## src/ufr_pkg.sv

```systemverilog
// ----------------------------------------------------------------------------
// ufr_pkg: shared definitions for the framed UART receiver
// Frame constants, controller-to-datapath command and status structs, CRC step.
// ----------------------------------------------------------------------------
package ufr_pkg;

	localparam int BUFFER_BYTES = 128;
	localparam int MAX_RESULTS  = 30;
	localparam int MIN_FRAME    = 10;

	localparam logic [7:0]  SYNC0      = 8'h55;
	localparam logic [7:0]  SYNC1      = 8'hAA;
	localparam logic [15:0] CRC_INIT   = 16'hFFFF;
	localparam logic [15:0] CRC_POLY   = 16'hA001;
	localparam logic [7:0]  RESP_RESET = 8'd1;
	localparam logic [7:0]  EVT_RESET  = 8'd2;

	// byte positions inside an aligned frame
	localparam int POS_CRC_START = 2;
	localparam int POS_TYPE      = 3;
	localparam int POS_CMD       = 4;
	localparam int POS_SEQ       = 5;
	localparam int POS_LEN_LO    = 6;
	localparam int POS_LEN_HI    = 7;
	localparam int POS_PAYLOAD   = 8;

	typedef enum logic [2:0] {
		IDX_HOLD,
		IDX_ZERO,
		IDX_CRC,
		IDX_HDR,
		IDX_PAY,
		IDX_INC
	} idx_op_t;

	typedef struct packed {
		logic    append;
		logic    clear;
		logic    rd;
		idx_op_t idx_op;
		logic    hunt_cap;
		logic    drop;
		logic    hdr_cap;
		logic    crc_init;
		logic    crc_cap;
		logic    rxlo_cap;
		logic    word_cap;
		logic    emit_add;
		logic    out_load;
		logic    consume;
		logic    emit_clr;
	} ufr_cmd_t;

	typedef struct packed {
		logic full;
		logic lt_min;
		logic hunt_hit;
		logic hunt_end;
		logic hdr_last;
		logic len_bad;
		logic len_short;
		logic at_last;
		logic pay_done;
		logic frame_ok;
		logic word_full;
		logic out_busy;
	} ufr_sts_t;

	function automatic logic [15:0] crc16_byte(input logic [15:0] crc_in, input logic [7:0] data);
		logic [15:0] c;
		c = crc_in ^ {8'h00, data};
		for (int b = 0; b < 8; b++) begin
			c = c[0] ? ((c >> 1) ^ CRC_POLY) : (c >> 1);
		end
		return c;
	endfunction

endpackage

```

## src/ufr_ram.sv

```systemverilog
// ----------------------------------------------------------------------------
// ufr_ram: generic single-write, single-read RAM
// One write port, one read port with registered read data.
// ----------------------------------------------------------------------------
module ufr_ram #(
	parameter int Width = 8,
	parameter int Depth = 128
) (
	input  logic                     clk,
	input  logic                     we,
	input  logic [$clog2(Depth)-1:0] waddr,
	input  logic [Width-1:0]         wdata,
	input  logic                     re,
	input  logic [$clog2(Depth)-1:0] raddr,
	output logic [Width-1:0]         rdata
);

	logic [Width-1:0] mem [Depth];

	always_ff @(posedge clk) begin
		if (we) begin
			mem[waddr] <= wdata;
		end
		if (re) begin
			rdata <= mem[raddr];
		end
	end

endmodule

```

## src/ufr_datapath.sv

```systemverilog
// ----------------------------------------------------------------------------
// ufr_datapath: receive buffer, pointers, CRC and output word register
// Circular byte buffer with head pointer and fill count; acts on controller commands.
// ----------------------------------------------------------------------------
module ufr_datapath #(
	parameter int BufferBytes = ufr_pkg::BUFFER_BYTES
) (
	input  logic              clk,
	input  logic              arst_n,
	input  ufr_pkg::ufr_cmd_t cmd,
	output ufr_pkg::ufr_sts_t sts,
	input  logic [7:0]        rx_byte,
	input  logic [7:0]        response_type_code,
	input  logic [7:0]        event_type_code,
	input  logic              out_ready,
	output logic              out_valid,
	output logic              frame_kind,
	output logic [7:0]        command_id,
	output logic [7:0]        sequence_number,
	output logic [6:0]        payload_length,
	output logic [31:0]       payload_word,
	output logic [2:0]        word_byte_count,
	output logic              last_word
);

	localparam int AW = $clog2(BufferBytes);
	localparam int CW = $clog2(BufferBytes + 1);

	logic [AW-1:0] head_q;
	logic [CW-1:0] fill_q;
	logic [CW-1:0] idx_q;
	logic [7:0]    prev_q;
	logic [7:0]    typ_q;
	logic [7:0]    cmd_q;
	logic [7:0]    seq_q;
	logic [15:0]   plen_q;
	logic [15:0]   crc_q;
	logic [7:0]    rxlo_q;
	logic [31:0]   word_q;
	logic [2:0]    cnt_q;
	logic [4:0]    emit_cnt_q;
	logic          out_valid_q;
	logic          kind_q;
	logic [7:0]    ocmd_q;
	logic [7:0]    oseq_q;
	logic [6:0]    olen_q;
	logic [31:0]   oword_q;
	logic [2:0]    ocnt_q;
	logic          olast_q;

	logic [7:0]    rdata;
	logic [AW-1:0] waddr;
	logic [AW-1:0] raddr;
	logic [CW-1:0] plen_n;
	logic [CW-1:0] flen_n;
	logic [CW-1:0] skip_n;
	logic [CW:0]   words_n;
	logic [CW+1:0] emit_sum;
	logic          type_ok;

	function automatic logic [AW-1:0] wrap_add(input logic [AW-1:0] base, input logic [CW-1:0] off);
		logic [CW:0] sum;
		sum = {{(CW+1-AW){1'b0}}, base} + {1'b0, off};
		if (sum >= (CW+1)'(BufferBytes)) begin
			sum = sum - (CW+1)'(BufferBytes);
		end
		return sum[AW-1:0];
	endfunction

	assign waddr  = wrap_add(head_q, fill_q);
	assign raddr  = wrap_add(head_q, idx_q);
	assign plen_n = plen_q[CW-1:0];
	assign flen_n = plen_n + CW'(ufr_pkg::MIN_FRAME);
	assign skip_n = idx_q - CW'(1);

	assign words_n  = (plen_n == '0) ? (CW+1)'(1) : (({1'b0, plen_n} + (CW+1)'(3)) >> 2);
	assign emit_sum = {{(CW-3){1'b0}}, emit_cnt_q} + {1'b0, words_n};
	assign type_ok  = (typ_q == response_type_code) || (typ_q == event_type_code);

	ufr_ram #(
		.Width(8),
		.Depth(BufferBytes)
	) u_buf (
		.clk  (clk),
		.we   (cmd.append),
		.waddr(waddr),
		.wdata(rx_byte),
		.re   (cmd.rd),
		.raddr(raddr),
		.rdata(rdata)
	);

	always_comb begin
		sts.full      = fill_q == CW'(BufferBytes);
		sts.lt_min    = fill_q < CW'(ufr_pkg::MIN_FRAME);
		sts.hunt_hit  = (idx_q != '0) && (prev_q == ufr_pkg::SYNC0) && (rdata == ufr_pkg::SYNC1);
		sts.hunt_end  = idx_q == (fill_q - CW'(1));
		sts.hdr_last  = idx_q == CW'(ufr_pkg::POS_LEN_HI);
		sts.len_bad   = ({1'b0, plen_q} + 17'(ufr_pkg::MIN_FRAME)) > 17'(BufferBytes);
		sts.len_short = fill_q < flen_n;
		sts.at_last   = idx_q == (plen_n + CW'(ufr_pkg::POS_LEN_HI));
		sts.pay_done  = idx_q == (plen_n + CW'(ufr_pkg::POS_PAYLOAD));
		sts.frame_ok  = ({rdata, rxlo_q} == crc_q) && type_ok
			&& (emit_sum <= (CW+2)'(ufr_pkg::MAX_RESULTS));
		sts.word_full = cnt_q == 3'd3;
		sts.out_busy  = out_valid_q && !out_ready;
	end

	// pointers and handshake state
	always_ff @(posedge clk or negedge arst_n) begin
		if (!arst_n) begin
			head_q      <= '0;
			fill_q      <= '0;
			emit_cnt_q  <= '0;
			out_valid_q <= 1'b0;
		end else begin
			if (cmd.append) begin
				fill_q <= fill_q + CW'(1);
			end else if (cmd.clear) begin
				fill_q <= '0;
			end else if (cmd.drop) begin
				head_q <= wrap_add(head_q, skip_n);
				fill_q <= fill_q - skip_n;
			end else if (cmd.consume) begin
				head_q <= wrap_add(head_q, flen_n);
				fill_q <= fill_q - flen_n;
			end
			if (cmd.emit_clr) begin
				emit_cnt_q <= '0;
			end else if (cmd.emit_add) begin
				emit_cnt_q <= emit_sum[4:0];
			end
			if (cmd.out_load) begin
				out_valid_q <= 1'b1;
			end else if (out_ready) begin
				out_valid_q <= 1'b0;
			end
		end
	end

	// working registers
	always_ff @(posedge clk) begin
		case (cmd.idx_op)
			ufr_pkg::IDX_ZERO: idx_q <= '0;
			ufr_pkg::IDX_CRC:  idx_q <= CW'(ufr_pkg::POS_CRC_START);
			ufr_pkg::IDX_HDR:  idx_q <= CW'(ufr_pkg::POS_TYPE);
			ufr_pkg::IDX_PAY:  idx_q <= CW'(ufr_pkg::POS_PAYLOAD);
			ufr_pkg::IDX_INC:  idx_q <= idx_q + CW'(1);
			default:           idx_q <= idx_q;
		endcase
		if (cmd.hunt_cap) begin
			prev_q <= rdata;
		end
		if (cmd.hdr_cap) begin
			case (idx_q)
				CW'(ufr_pkg::POS_TYPE):   typ_q <= rdata;
				CW'(ufr_pkg::POS_CMD):    cmd_q <= rdata;
				CW'(ufr_pkg::POS_SEQ):    seq_q <= rdata;
				CW'(ufr_pkg::POS_LEN_LO): plen_q[7:0] <= rdata;
				default:                  plen_q[15:8] <= rdata;
			endcase
		end
		if (cmd.crc_init) begin
			crc_q <= ufr_pkg::CRC_INIT;
		end else if (cmd.crc_cap) begin
			crc_q <= ufr_pkg::crc16_byte(crc_q, rdata);
		end
		if (cmd.rxlo_cap) begin
			rxlo_q <= rdata;
		end
		if (cmd.emit_add || cmd.out_load) begin
			word_q <= '0;
			cnt_q  <= '0;
		end else if (cmd.word_cap) begin
			word_q[8*cnt_q[1:0] +: 8] <= rdata;
			cnt_q <= cnt_q + 3'd1;
		end
		if (cmd.out_load) begin
			kind_q  <= typ_q != response_type_code;
			ocmd_q  <= cmd_q;
			oseq_q  <= seq_q;
			olen_q  <= plen_q[6:0];
			oword_q <= word_q;
			ocnt_q  <= cnt_q;
			olast_q <= sts.pay_done;
		end
	end

	assign out_valid       = out_valid_q;
	assign frame_kind      = kind_q;
	assign command_id      = ocmd_q;
	assign sequence_number = oseq_q;
	assign payload_length  = olen_q;
	assign payload_word    = oword_q;
	assign word_byte_count = ocnt_q;
	assign last_word       = olast_q;

endmodule

```

## src/ufr_ctrl.sv

```systemverilog
// ----------------------------------------------------------------------------
// ufr_ctrl: parse sequencer
// Steps hunt, header read, length check, CRC pass, word emission and consume per byte.
// ----------------------------------------------------------------------------
module ufr_ctrl (
	input  logic              clk,
	input  logic              arst_n,
	input  logic              in_valid,
	output logic              in_ready,
	input  ufr_pkg::ufr_sts_t sts,
	output ufr_pkg::ufr_cmd_t cmd
);

	typedef enum logic [4:0] {
		S_IDLE, S_CHK, S_HUNT_RD, S_HUNT_DAT, S_HDR_CHK, S_HDR_RD, S_HDR_DAT,
		S_LEN_CHK, S_CRC_RD, S_CRC_DAT, S_RXL_RD, S_RXL_DAT, S_RXH_RD, S_RXH_DAT,
		S_EM_START, S_EM_NEXT, S_EM_RD, S_EM_DAT, S_EM_OUT, S_CONSUME
	} state_t;

	state_t state_q;
	state_t state_d;

	always_comb begin
		state_d  = state_q;
		cmd      = '0;
		in_ready = 1'b0;
		case (state_q)
			S_IDLE: begin
				in_ready = 1'b1;
				if (in_valid) begin
					cmd.append   = !sts.full;
					cmd.clear    = sts.full;
					cmd.emit_clr = 1'b1;
					state_d      = S_CHK;
				end
			end
			S_CHK: begin
				if (sts.lt_min) begin
					state_d = S_IDLE;
				end else begin
					cmd.idx_op = ufr_pkg::IDX_ZERO;
					state_d    = S_HUNT_RD;
				end
			end
			S_HUNT_RD: begin
				cmd.rd  = 1'b1;
				state_d = S_HUNT_DAT;
			end
			S_HUNT_DAT: begin
				cmd.hunt_cap = 1'b1;
				if (sts.hunt_hit) begin
					cmd.drop = 1'b1;
					state_d  = S_HDR_CHK;
				end else if (sts.hunt_end) begin
					cmd.clear = 1'b1;
					state_d   = S_CHK;
				end else begin
					cmd.idx_op = ufr_pkg::IDX_INC;
					state_d    = S_HUNT_RD;
				end
			end
			S_HDR_CHK: begin
				if (sts.lt_min) begin
					state_d = S_IDLE;
				end else begin
					cmd.idx_op = ufr_pkg::IDX_HDR;
					state_d    = S_HDR_RD;
				end
			end
			S_HDR_RD: begin
				cmd.rd  = 1'b1;
				state_d = S_HDR_DAT;
			end
			S_HDR_DAT: begin
				cmd.hdr_cap = 1'b1;
				cmd.idx_op  = ufr_pkg::IDX_INC;
				state_d     = sts.hdr_last ? S_LEN_CHK : S_HDR_RD;
			end
			S_LEN_CHK: begin
				if (sts.len_bad) begin
					cmd.clear = 1'b1;
					state_d   = S_CHK;
				end else if (sts.len_short) begin
					state_d = S_IDLE;
				end else begin
					cmd.idx_op   = ufr_pkg::IDX_CRC;
					cmd.crc_init = 1'b1;
					state_d      = S_CRC_RD;
				end
			end
			S_CRC_RD: begin
				cmd.rd  = 1'b1;
				state_d = S_CRC_DAT;
			end
			S_CRC_DAT: begin
				cmd.crc_cap = 1'b1;
				cmd.idx_op  = ufr_pkg::IDX_INC;
				state_d     = sts.at_last ? S_RXL_RD : S_CRC_RD;
			end
			S_RXL_RD: begin
				cmd.rd  = 1'b1;
				state_d = S_RXL_DAT;
			end
			S_RXL_DAT: begin
				cmd.rxlo_cap = 1'b1;
				cmd.idx_op   = ufr_pkg::IDX_INC;
				state_d      = S_RXH_RD;
			end
			S_RXH_RD: begin
				cmd.rd  = 1'b1;
				state_d = S_RXH_DAT;
			end
			S_RXH_DAT: begin
				state_d = sts.frame_ok ? S_EM_START : S_CONSUME;
			end
			S_EM_START: begin
				cmd.emit_add = 1'b1;
				cmd.idx_op   = ufr_pkg::IDX_PAY;
				state_d      = S_EM_NEXT;
			end
			S_EM_NEXT: begin
				state_d = sts.pay_done ? S_EM_OUT : S_EM_RD;
			end
			S_EM_RD: begin
				cmd.rd  = 1'b1;
				state_d = S_EM_DAT;
			end
			S_EM_DAT: begin
				cmd.word_cap = 1'b1;
				cmd.idx_op   = ufr_pkg::IDX_INC;
				state_d      = (sts.at_last || sts.word_full) ? S_EM_OUT : S_EM_RD;
			end
			S_EM_OUT: begin
				if (!sts.out_busy) begin
					cmd.out_load = 1'b1;
					state_d      = sts.pay_done ? S_CONSUME : S_EM_RD;
				end
			end
			S_CONSUME: begin
				cmd.consume = 1'b1;
				state_d     = S_CHK;
			end
			default: begin
				state_d = S_IDLE;
			end
		endcase
	end

	always_ff @(posedge clk or negedge arst_n) begin
		if (!arst_n) begin
			state_q <= S_IDLE;
		end else begin
			state_q <= state_d;
		end
	end

endmodule

```

## src/uart_frame_receiver_crc16.sv

```systemverilog
// ----------------------------------------------------------------------------
// uart_frame_receiver_crc16: sync-word framed receiver with CRC-16 check
// Buffers serial bytes, aligns on 55 AA, checks CRC-16 and emits frame words.
// ----------------------------------------------------------------------------
// Each buffer read is a read state then a data state (one RAM read port).
// Busy after a taken byte: below 10 bytes, only the fill check; with no sync word,
// hunt and clear; then header read and, for a complete frame, CRC pass and consume;
// a good one adds word emission and any out_ready stall per word. Consume reparses.
// Throughput: one byte at a time; in_ready is high only while the sequencer idles.
// Reset: buffer emptied, type codes back to 1 and 2; buffer RAM is not cleared.
module uart_frame_receiver_crc16 #(
	parameter int BufferBytes = ufr_pkg::BUFFER_BYTES
) (
	input  logic        clk,
	input  logic        arst_n,
	// byte input
	input  logic        in_valid,
	output logic        in_ready,
	input  logic [7:0]  rx_byte,
	// result words
	output logic        out_valid,
	input  logic        out_ready,
	output logic        frame_kind,
	output logic [7:0]  command_id,
	output logic [7:0]  sequence_number,
	output logic [6:0]  payload_length,
	output logic [31:0] payload_word,
	output logic [2:0]  word_byte_count,
	output logic        last_word,
	// register port
	input  logic        psel,
	input  logic        penable,
	input  logic        pwrite,
	input  logic [2:0]  paddr,
	input  logic [31:0] pwdata,
	output logic [31:0] prdata,
	output logic        pready
);

	// register index sits at address bit 2
	localparam logic REG_RESP = 1'b0;
	localparam logic REG_EVT  = 1'b1;

	logic [7:0]        resp_code_q;
	logic [7:0]        evt_code_q;
	logic              reg_wr;
	ufr_pkg::ufr_cmd_t cmd;
	ufr_pkg::ufr_sts_t sts;

	// Register port: pready tied high, write on the access phase.
	assign pready = 1'b1;
	assign reg_wr = psel && penable && pwrite;

	always_ff @(posedge clk or negedge arst_n) begin
		if (!arst_n) begin
			resp_code_q <= ufr_pkg::RESP_RESET;
			evt_code_q  <= ufr_pkg::EVT_RESET;
		end else if (reg_wr) begin
			if (paddr[2] == REG_RESP) begin
				resp_code_q <= pwdata[7:0];
			end
			if (paddr[2] == REG_EVT) begin
				evt_code_q <= pwdata[7:0];
			end
		end
	end

	assign prdata = {24'h000000, (paddr[2] == REG_EVT) ? evt_code_q : resp_code_q};

	// Sequencer: hunts the sync word, reads header, runs the CRC pass and
	// walks the payload four bytes per word.
	ufr_ctrl u_ctrl (
		.clk     (clk),
		.arst_n  (arst_n),
		.in_valid(in_valid),
		.in_ready(in_ready),
		.sts     (sts),
		.cmd     (cmd)
	);

	// Datapath: circular buffer (head pointer plus fill count, so dropping
	// leading bytes or a consumed frame is a pointer advance), CRC register
	// and the output word register.
	ufr_datapath #(
		.BufferBytes(BufferBytes)
	) u_dp (
		.clk               (clk),
		.arst_n            (arst_n),
		.cmd               (cmd),
		.sts               (sts),
		.rx_byte           (rx_byte),
		.response_type_code(resp_code_q),
		.event_type_code   (evt_code_q),
		.out_ready         (out_ready),
		.out_valid         (out_valid),
		.frame_kind        (frame_kind),
		.command_id        (command_id),
		.sequence_number   (sequence_number),
		.payload_length    (payload_length),
		.payload_word      (payload_word),
		.word_byte_count   (word_byte_count),
		.last_word         (last_word)
	);

	// A taken byte always makes in_ready drop.
	a_busy_after_accept: assert property (@(posedge clk) disable iff (!arst_n)
		in_valid && in_ready |=> !in_ready)
		else $error("input ready right after accepting a word");

	// Only the final word of a frame may be partly filled.
	a_partial_is_last: assert property (@(posedge clk) disable iff (!arst_n)
		out_valid && !last_word |-> word_byte_count == 3'd4)
		else $error("partial payload word not marked last");

	// An empty word only comes from an empty payload.
	a_empty_word: assert property (@(posedge clk) disable iff (!arst_n)
		out_valid && word_byte_count == 3'd0 |-> last_word && payload_length == 7'd0
			&& payload_word == 32'd0)
		else $error("empty word outside an empty frame");

	// A result does not appear while the receiver idles without input.
	a_no_overlap: assert property (@(posedge clk) disable iff (!arst_n)
		in_ready && !out_valid |=> !(out_valid && !$past(in_valid)) || !in_ready)
		else $error("result produced while idle without input");

endmodule
```

## config.mk

```make
export PLATFORM = sky130hd
export DESIGN_NAME = uart_frame_receiver_crc16
export DESIGN_NICKNAME = d
export VERILOG_FILES = /design/src/ufr_pkg.sv /design/src/ufr_ram.sv /design/src/ufr_datapath.sv /design/src/ufr_ctrl.sv /design/src/uart_frame_receiver_crc16.sv
export SDC_FILE = /design/constraint.sdc
export NUM_CORES = 1
export LEC_CHECK = 0
export BUFFER_PORTS_ARGS = -buffer_cell sky130_fd_sc_hd__buf_2
export CAP_MARGIN = 20
export CORE_ASPECT_RATIO = 0.75
export CORE_MARGIN = 10
export CORE_UTILIZATION = 45
export CTS_BUF_LIST = sky130_fd_sc_hd__clkbuf_8 sky130_fd_sc_hd__clkbuf_16
export DETAILED_ROUTE_END_ITERATION = 8
export GPL_TIMING_DRIVEN = 1
export HOLD_SLACK_MARGIN = 0.06
export SYNTH_ARGS = -nofsm -noshare
export SYNTH_HDL_FRONTEND = slang
export SYNTH_SLANG_ARGS = --single-unit
export TNS_END_PERCENT = 30
```

## constraint.sdc

```tcl
create_clock -name clk -period 10.95 [get_ports clk]
set_input_delay 0.5475 -clock clk [delete_from_list [all_inputs] [get_ports clk]]
set_output_delay 0.5475 -clock clk [all_outputs]
set_load 0.01 [all_outputs]
```

# Word level (Yosys, flattened, before mapping)
# Memory sizes are Yosys's and may differ from the RTL's. A register that Yosys moved wholly into a read port is not among the register bits.
# Cells that the tools add are included.
dict set report classes {
  addsub 22
  n_lt_le_gt_ge 8
  n_eq_ne 42
  shifts 2
  muxes 73
  n_bitwise 13
  reduce_logical 32
}
# op count
set ops {}
lappend ops {{$mux 16} 8}
lappend ops {{$pmux 5 s20} 1}
lappend ops {{$mux 7} 7}
lappend ops {{$eq 5x4->1 const B} 8}
lappend ops {{$eq 8x8->1} 5}
lappend ops {{$mux 8} 5}
lappend ops {{$pmux 8 s5} 1}
lappend ops {{$add 7x8->9} 4}
lappend ops {{$ge 9x8->1 const B} 4}
lappend ops {{$neg 5->34} 1}
lappend ops {{$shift 8x34->32 const A} 1}
lappend ops {{$shiftx 8x34->32} 1}
lappend ops {{$bwmux 32} 1}
lappend ops {{$eq 8x3->1 const B} 4}
lappend ops {{$sub 7x1->7 const B} 4}
lappend ops {{$mux 1} 25}
lappend ops {{$mux 5} 5}
lappend ops {{$not 2->3} 8}
lappend ops {{$mux 2} 11}
lappend ops {{$eq 5x3->1 const B} 4}
lappend ops {{$eq 5x5->1 const B} 4}
lappend ops {{$pmux 3 s6} 1}
lappend ops {{$add 16x4->17 const B} 1}
lappend ops {{$gt 17x8->1 const B} 1}
lappend ops {{other kinds (40)} 77}
dict set report word_totals {
  ff_bits 217
  mem_bits_rw 1024
  word_cells 218
  n_memories 1
}
# memory words word_bits read_ports rd_ports_with_merged_regs write_ports line_no
set mem_list {}
lappend mem_list {u_dp.u_buf.mem 128 8 1 1 1 ufr_ram.sv:18} ;# logic [Width-1:0] mem [Depth];

# Logic depth before layout (Yosys ltp)
# Gate-level depths: netlist (run 1).
dict set report logic_depth {
  ltp_word 17
  depth_mapped 18
  depth_no_buf 15
}

# Hierarchy
# From an unflattened synthesis (run 1), not the netlist that was laid out.
dict set report hier_totals {
  cells_unflattened 2698
  hier_area_um2 51451.8
}
# module n_inst cells_per_inst area_per_inst_um2 seq_area_each_um2
set by_module_without_submodules {}
lappend by_module_without_submodules {ufr_ram 1 1635 39745.6 30989.7}
lappend by_module_without_submodules {ufr_datapath 1 889 10088.4 5270.1}
lappend by_module_without_submodules {uart_frame_receiver_crc16 1 70 924.6 402.9}
lappend by_module_without_submodules {ufr_ctrl 1 104 693.2 125.1}

# Least setup slack after synthesis (run 1)
# OpenSTA, ideal clock, no wires.
dict set report synth_path {
  path_kind {reg2reg}
  from {reg u_ctrl.state_q[2]}
  to {reg u_dp.cnt_q[0]}
  arrival_ns 6.001
  setup_slack_ns 4.821
  stages_incl_launch_ff 9
  n_path_buf 3
  path_cell_list {dfrtp_1 buf_2 nor2_1 nand2_1 nor3_1 nand2b_1 clkbuf_1 clkbuf_1 nor2_1}
}
# item line_no
set synth_lines {}
lappend synth_lines {{start, declared} ufr_ctrl.sv:20} ;# state_t state_q;
lappend synth_lines {{start signal, assigned} ufr_ctrl.sv:153} ;# state_q <= state_d;
lappend synth_lines {{end signal, assigned} ufr_datapath.sv:176} ;# cnt_q <= cnt_q + 3'd1;
lappend synth_lines {{end, declared} ufr_datapath.sv:40} ;# logic [2:0] cnt_q;

# Final worst setup path (run 1)
dict set report layout_path {
  from {reg u_dp.idx_q[0]}
  to {reg u_dp.u_buf.rdata[2], read port of u_dp.u_buf.mem, data pin}
}
dict set report layout_between {
  elab_chain_cells 3
  word_cells_on_any_way 4
  cone_classes {add/sub (2); order compare (1); mux (1)}
}
# item line_no
set layout_rtl {}
lappend layout_rtl {{start, declared} ufr_datapath.sv:31} ;# logic [CW-1:0] idx_q;
lappend layout_rtl {{start signal, assigned} ufr_datapath.sv:145} ;# ufr_pkg::IDX_CRC: idx_q <= CW'(ufr_pkg::POS_CRC_START);
lappend layout_rtl {{start signal, assigned} ufr_datapath.sv:146} ;# ufr_pkg::IDX_HDR: idx_q <= CW'(ufr_pkg::POS_TYPE);
lappend layout_rtl {{start signal, assigned} ufr_datapath.sv:147} ;# ufr_pkg::IDX_PAY: idx_q <= CW'(ufr_pkg::POS_PAYLOAD);
lappend layout_rtl {{$add 7x8->9 *} ufr_datapath.sv:63} ;# sum = {{(CW+1-AW){1'b0}}, base} + {1'b0, off};
lappend layout_rtl {{$ge 9x8->1 / $sub 7x1->7 (equally long branches)} {ufr_datapath.sv:64, ufr_datapath.sv:65}}
lappend layout_rtl {{$mux 7 *} ufr_datapath.sv:64} ;# if (sum >= (CW+1)'(BufferBytes)) begin
lappend layout_rtl {{end, declared} ufr_ram.sv:15} ;# output logic [Width-1:0] rdata
# Every way passes the cells marked *; elsewhere a longest branch is shown, timed or not.
# A chain may end at the register's enable or synchronous reset.

==> results of run 1 <==
==> layout make-up <==
| class | count | area share |
|---|---|---|
| sequential | 1249 | 0.6381 |
| multi-input combinational | 1355 | 0.2446 |
| clock buffer | 120 | 0.05130 |
| tap | 1526 | 0.03312 |
| timing repair buffer | 146 | 0.01647 |
| clock inverter | 96 | 0.01415 |
| inverter | 36 | 0.002344 |
==> where the power goes <==
part           total, mW  internal [mW]  switching, mW
sequential          5.58           5.40          0.183
clock               3.98           2.20           1.78
combinational       5.16           2.30           2.87
==> metal layers <==
metal / share of wire / global-route usage
met1: 0.45 / 0.2749
met2: 0.46 / 0.2816
met3: 0.076 / 0.03915
met4: 0.019 / 0.03776
met5: 0 / 0
==> kinds of logic after synthesis <==
group / synth area share
xor+xnor: 0.02282
other cells: 0.0001452
compound gates: 0.03003
flops: 0.7114
fa+ha+maj: 0.01708
mux: 0.1522
buf+inv: 0.01902
simple gates: 0.04740
==> what timing repair did <==
action,in CTS,in global routing
buffers inserted,0,0
hold endpoints to repair,54,0
hold buffers,8,0
==> how the worst max path moves through the flow <==
stage	end	cells after the start
after global routing	u_dp.u_buf.rdata[2]	9
after global placement	u_dp.u_buf.rdata[2]	9
after detailed placement	u_dp.u_buf.rdata[2]	9
after CTS	u_dp.u_buf.rdata[2]	9
final	u_dp.u_buf.rdata[2]	9
after floorplan	u_dp.cnt_q[0]	8
==> flip-flops by register name (all words and copies together) (netlist names), 8 cells and up <==
name                  cells
u_dp.cmd_q                8
u_dp.u_buf.rdata          8
u_dp.idx_q                8
u_dp.crc_q               16
u_dp.fill_q               8
u_dp.plen_q              16
u_dp.rxlo_q               8
u_dp.sequence_number      8
u_dp.u_buf.mem         1024
u_dp.typ_q                8
u_dp.prev_q               8
evt_code_q                8
u_dp.command_id           8
resp_code_q               8
u_dp.seq_q                8
u_dp.payload_word        32
u_dp.word_q              32
==> per-stage QoR <==
step                      power, mW  hold WS (ps)  std cells
final                         14.73         115.9       4528
after global routing          15.37         81.27       4528
after CTS                     14.84         69.60       4526
after detailed placement      10.85         404.5       4302
after global placement        10.80         404.3       4301
after floorplan               9.249         251.9       2798
==> cells in the mapped netlist (all sizes together), types with 11 or more instances <==
master,count,area share
xor2,35,0.0059
and2,11,0.0013
nor2b,14,0.0017
mux2,41,0.0089
o21ai,31,0.0030
dfxtp,51,0.020
o211ai,15,0.0022
nor2,191,0.014
mux2i,20,0.0039
xnor2,98,0.017
o22ai,12,0.0015
a221oi,12,0.0023
nand2b,14,0.0017
nand4,18,0.0022
mux4,320,0.14
a21o,11,0.0016
clkbuf,67,0.0049
ha,61,0.015
inv,36,0.0026
nand2,112,0.0082
nor3,22,0.0021
buf,91,0.011
dfrtp,40,0.019
a21oi,66,0.0064
edfxtp,1156,0.67
nand3,88,0.0085
==> worst max-delay path, delay by kind of cell (launching register included) <==
kind	cells	cell delay, ps
AO/OA/AOI/OAI	2	480
adder cells (fa/ha/maj)	2	1530
buffers and inverters	2	1320
flip-flops	1	640
multiplexers	3	1350
==> impl_metrics.toml, run 1 <==
[route]
wl_per_cell_um = 26.67
first_iter_violations = 2692
final_antenna_net_count = 0
drt-pass1-iter-count = 6
routed_wl_mm = 120.8
num_vias = 26421
drc = 0
vias_per_cell = 5.835

[layout]
syn2layout_area_growth_pct = 11.49
postLayoutCoreUtil = 0.5067
layout_commonest_cell = "edfxtp_1"
drive_gt1_frac = 0.2305
final_cell_mix = "edfxtp_1, mux4_2, nor2_1, clkbuf_16, nand2_1"
antennaDiodeCount = 0
stdcell_area_um2 = 57660
fillerInstances = 9129
multi_input_area_um2 = 14100
regArea_um2 = 36790
nets = 3020

[setup_path]
ff2ff_setup_slack_ps = 5110
cp_cell_sequence = "ha_4 > fa_4 > buf_4 > buf_12 > mux4_2 > mux4_2 > mux2_2 > o22ai_1 > a221oi_1"
r2r_start = "u_dp.idx_q[0]"
cp.required_ps = 11390
cp_data_arrival_time_ps = 6270
crit_start = "u_dp.idx_q[0]"
path_max_fanout = 132
crit_top_cell = "mux4_2"
r2r_end = "u_dp.u_buf.rdata[2]"
critPathLaunchType = "flip-flop"
r2r_cells = 9
slowest_delay_ps = 1250
critPathSlowestCell = "fa_4"
end_kind = "flip-flop"
worst-setup-path-type = "flip-flop to flip-flop"

[clock_tree]
cts_buffers = 115
cts_tree = "yes"
path_clk_slew_ps = 70
clk-insertion-delay-late_ps = 740
cts_buffer_depth = 3
cts_resized = 0
cts.sinks = 1249
root_buffer = "clkbuf_16"
h-tree-depth = 3

[placed_design]
dp_slack_ps = 5126
io_buffers = 93
placed_area_um2 = 53760
place_hpwl_mm = 74.28
place.gp.congestion = 0.8605

[grt]
overflow = 0
grt_antenna_before_repair = 1
grt_pass1_vias = 26504
grt_pass1_wl_mm = 180.0
grt_max_degree = 133
track_usage = 0.1848

[logic_synthesis]
synth_top_flop_cell = "edfxtp_1"
syn_area_per_cell_um2 = 18.64
ys_async_sr_fraction = 0.03363
syn_inst = 2775
synth_edf_count = 1156
ys_types = 83
seq_area_frac_synth = 0.7114
synth_area_um2 = 51710
ys_ff_latch = 1249
yosys_warnings = 0

[floorplan]
chipHeight_um = 313.6
die_w_um = 411.4
rows = 107
io_pins = 145
fp.coreArea_um2 = 113800
dieArea_um2 = 129000
initial_core_util = 0.4544

[timing]
fmax_mhz = 171.4
finalCritPeriodShare = 0.5329
setup_viol = 0
fin_setup_tns_ps = 0
drv_slew = 0
worst_pin_slew_ps = 1158
rsz0062_at_grt = "no"
fin_worst_skew_ps = 57.77
fin_ws_ps = 5115
hold_viol = 0
max-slew-margin-rel = 0.2257
post-route-min-period_ps = 5835

[pwr]
power_per_cell_area_nw_per_um2 = 255.4
vdd_drop_max_uv = 252.5
leakagePower_nw = 18.47

[hold_path]
hp-class = "input port to flip-flop"
hold_depth = 2
holdPathEnd = "resp_code_q[6]"
hold_start = "pwdata[6]"

[job]
drv_cap = 0

[status]
outcome = "completed"
Power figures use the tool's default switching activity.
==> inputs of run 2 (changes only) <==
==> constraint.sdc (replaced) <==
create_clock -name clk -period 4.7 [get_ports clk]
set_input_delay 0.235 -clock clk [delete_from_list [all_inputs] [get_ports clk]]
set_output_delay 0.235 -clock clk [all_outputs]
set_load 0.01 [all_outputs]
==> impl_metrics.toml, run 2 (synthesis gave the netlist of run 1 again) <==
[floorplan]
io_pins = 145
chipHeight_um = 313.6
initial_core_util = 0.4544
die_w_um = 411.4
dieArea_um2 = 129000
rows = 107
fp.coreArea_um2 = 113800

[timing]
fin_setup_tns_ps = 0
drv_slew = 0
fmax_mhz = 228.7
rsz0062_at_grt = "no"
post-route-min-period_ps = 4373
fin_worst_skew_ps = 60.17
whs_ps = 118.2
setup_viol = 0
worst_pin_slew_ps = 1072
finalCritPeriodShare = 0.9304
hold_viol = 0
max-slew-margin-rel = 0.2785

[clock_tree]
cts_buffers = 118
cts.sinks = 1249
cts_tree = "yes"
root_buffer = "clkbuf_16"
cts_resized = 0
path_clk_slew_ps = 60
h-tree-depth = 3
cts_buffer_depth = 3
post-cts-setup-buffers = 0
clk-insertion-delay-late_ps = 740
hold_buffers = 12

[route]
vias_per_cell = 5.766
final_antenna_net_count = 0
wl_per_cell_um = 25.97
routed_wl_mm = 121.8
drt-pass1-iter-count = 6
first_iter_violations = 2686
num_vias = 27049
drc = 0

[job]
drv_cap = 0

[pwr]
clkPwrFrac = 0.269
swShare = 0.3278
power.switching_mw = 11.52
leakagePower_nw = 19.39
power_per_cell_area_nw_per_um2 = 595.0
vdd_drop_max_uv = 491.6
internal-power_mw = 23.62
seqPwrFrac = 0.365
power_mw = 35.15
combPwrFrac = 0.366

[setup_path]
worst-setup-path-type = "flip-flop to flip-flop"
critPathTopFamily = "multiplexers"
cp_cell_sequence = "ha_4 > fa_4 > buf_12 > buf_4 > mux4_2 > mux4_2 > mux2i_1 > a221oi_1"
critPathSlowestCell = "fa_4"
crit_top_cell = "mux4_2"
slowest_delay_ps = 870
path_buf_inv = 2
cp_data_arrival_time_ps = 4810
cp.required_ps = 5140
path_max_fanout = 55
critPathLaunchType = "flip-flop"
end_kind = "flip-flop"

[grt]
grt_pass1_wl_mm = 182.4
grt_pass1_vias = 27559
grt_max_degree = 91
overflow = 0
grt_antenna_before_repair = 9
grt_util_met1 = 0.2777
track_usage = 0.1870
grt_busiest_layer = "met2"
gr-usage-met2 = 0.2817
gr-usage-met3 = 0.04493

[placed_design]
place_hpwl_mm = 78.40
placed_area_um2 = 55050
place.gp.congestion = 0.8807
io_buffers = 93

[layout]
antennaDiodeCount = 0
largest_reg_flops = 1024
layout_commonest_cell = "edfxtp_1"
nets = 3181
final_cell_mix = "edfxtp_1, mux4_2, buf_4, nor2_1, clkbuf_16"
syn2layout_area_growth_pct = 14.22
multi_input_area_um2 = 14090
drive_gt1_frac = 0.2651
fillerInstances = 9056
postLayoutCoreUtil = 0.5191
regMostFlops = "u_dp.u_buf.mem"
regArea_um2 = 36790
stdcell_area_um2 = 59070

[hold_path]
hp-class = "input port to flip-flop"

[status]
outcome = "completed"
-- run 2: cell types whose count changed in the layout (fill, tap and decap cells not counted), moves of 6 or more --
| cell | before | now |
|---|---|---|
| clkinvlp_4 | 8 | 2 |
| inv_1 | 49 | 63 |
| buf_12 | 2 | 11 |
| buf_4 | 48 | 195 |
-- run 2: power by group through the flow --
| stage | combinational [mW] | clock [mW] | sequential (mW) |
|---|---|---|---|
| 2_1_floorplan | 8.56 | 0 | 13.0 |
| 3_3_place_gp | 12.7 | 0 | 13.0 |
| 3_5_place_dp | 12.8 | 0 | 13.1 |
| 4_1_cts | 12.9 | 9.65 | 12.8 |
| 5_1_grt | 13.7 | 10.1 | 12.9 |
| 6_report | 12.9 | 9.45 | 12.8 |
-- run 2: worst paths after layout --
| path | start | depth (start not counted) | endpoint | slack (ps) |
|---|---|---|---|---|
| worst min-delay path | rx_byte[7] | 1 | u_dp.u_buf.mem[57][7] | 120 |
| max in group asynchronous | arst_n | 3 | u_dp.head_q[3] | 4040 |
| worst max-delay path | u_dp.idx_q[0] | 8 | u_dp.u_buf.rdata[5] | 330 |
| worst max register to register | u_dp.idx_q[0] | 8 | u_dp.u_buf.rdata[5] | 330 |
| min in group asynchronous | arst_n | 3 | u_dp.emit_cnt_q[1] | 140 |
| worst min register to register | u_dp.cmd_q[2] | 0 | u_dp.command_id[2] | 420 |
-- run 2: cell type report --
type	instances	area share
well taps	1526	0.03233
clock buffers	129	0.05294
repair buffers	304	0.03800
inverters	36	0.002288
clock inverters	92	0.01301
multi-input cells	1355	0.2386
flip-flops and latches	1249	0.6228
-- run 2: stage by stage --
stage / cells / setup slack, ps
3_3_place_gp: 4457 / 457.9
2_1_floorplan: 2798 / 444.6
3_5_place_dp: 4458 / 416.4
5_1_grt: 4691 / 243.9
4_1_cts: 4691 / 399.9
6_report: 4691 / 327.1
-- run 2: routing by layer --
layer | part of all wire | vias to the layer above
li1 | - | 11716
met1 | 0.45 | 14151
met2 | 0.45 | 1016
met3 | 0.082 | 164
met4 | 0.016 | 2
met5 | 0.00011 | -
-- run 2: worst register-to-register path: cells and delay by family (launching register included) --
| family | cells | cell delay, ps |
|---|---|---|
| AO/OA/AOI/OAI | 1 | 160 |
| adder cells (fa/ha/maj) | 2 | 1160 |
| buffers and inverters | 2 | 760 |
| flip-flops | 1 | 640 |
| multiplexers | 3 | 1360 |
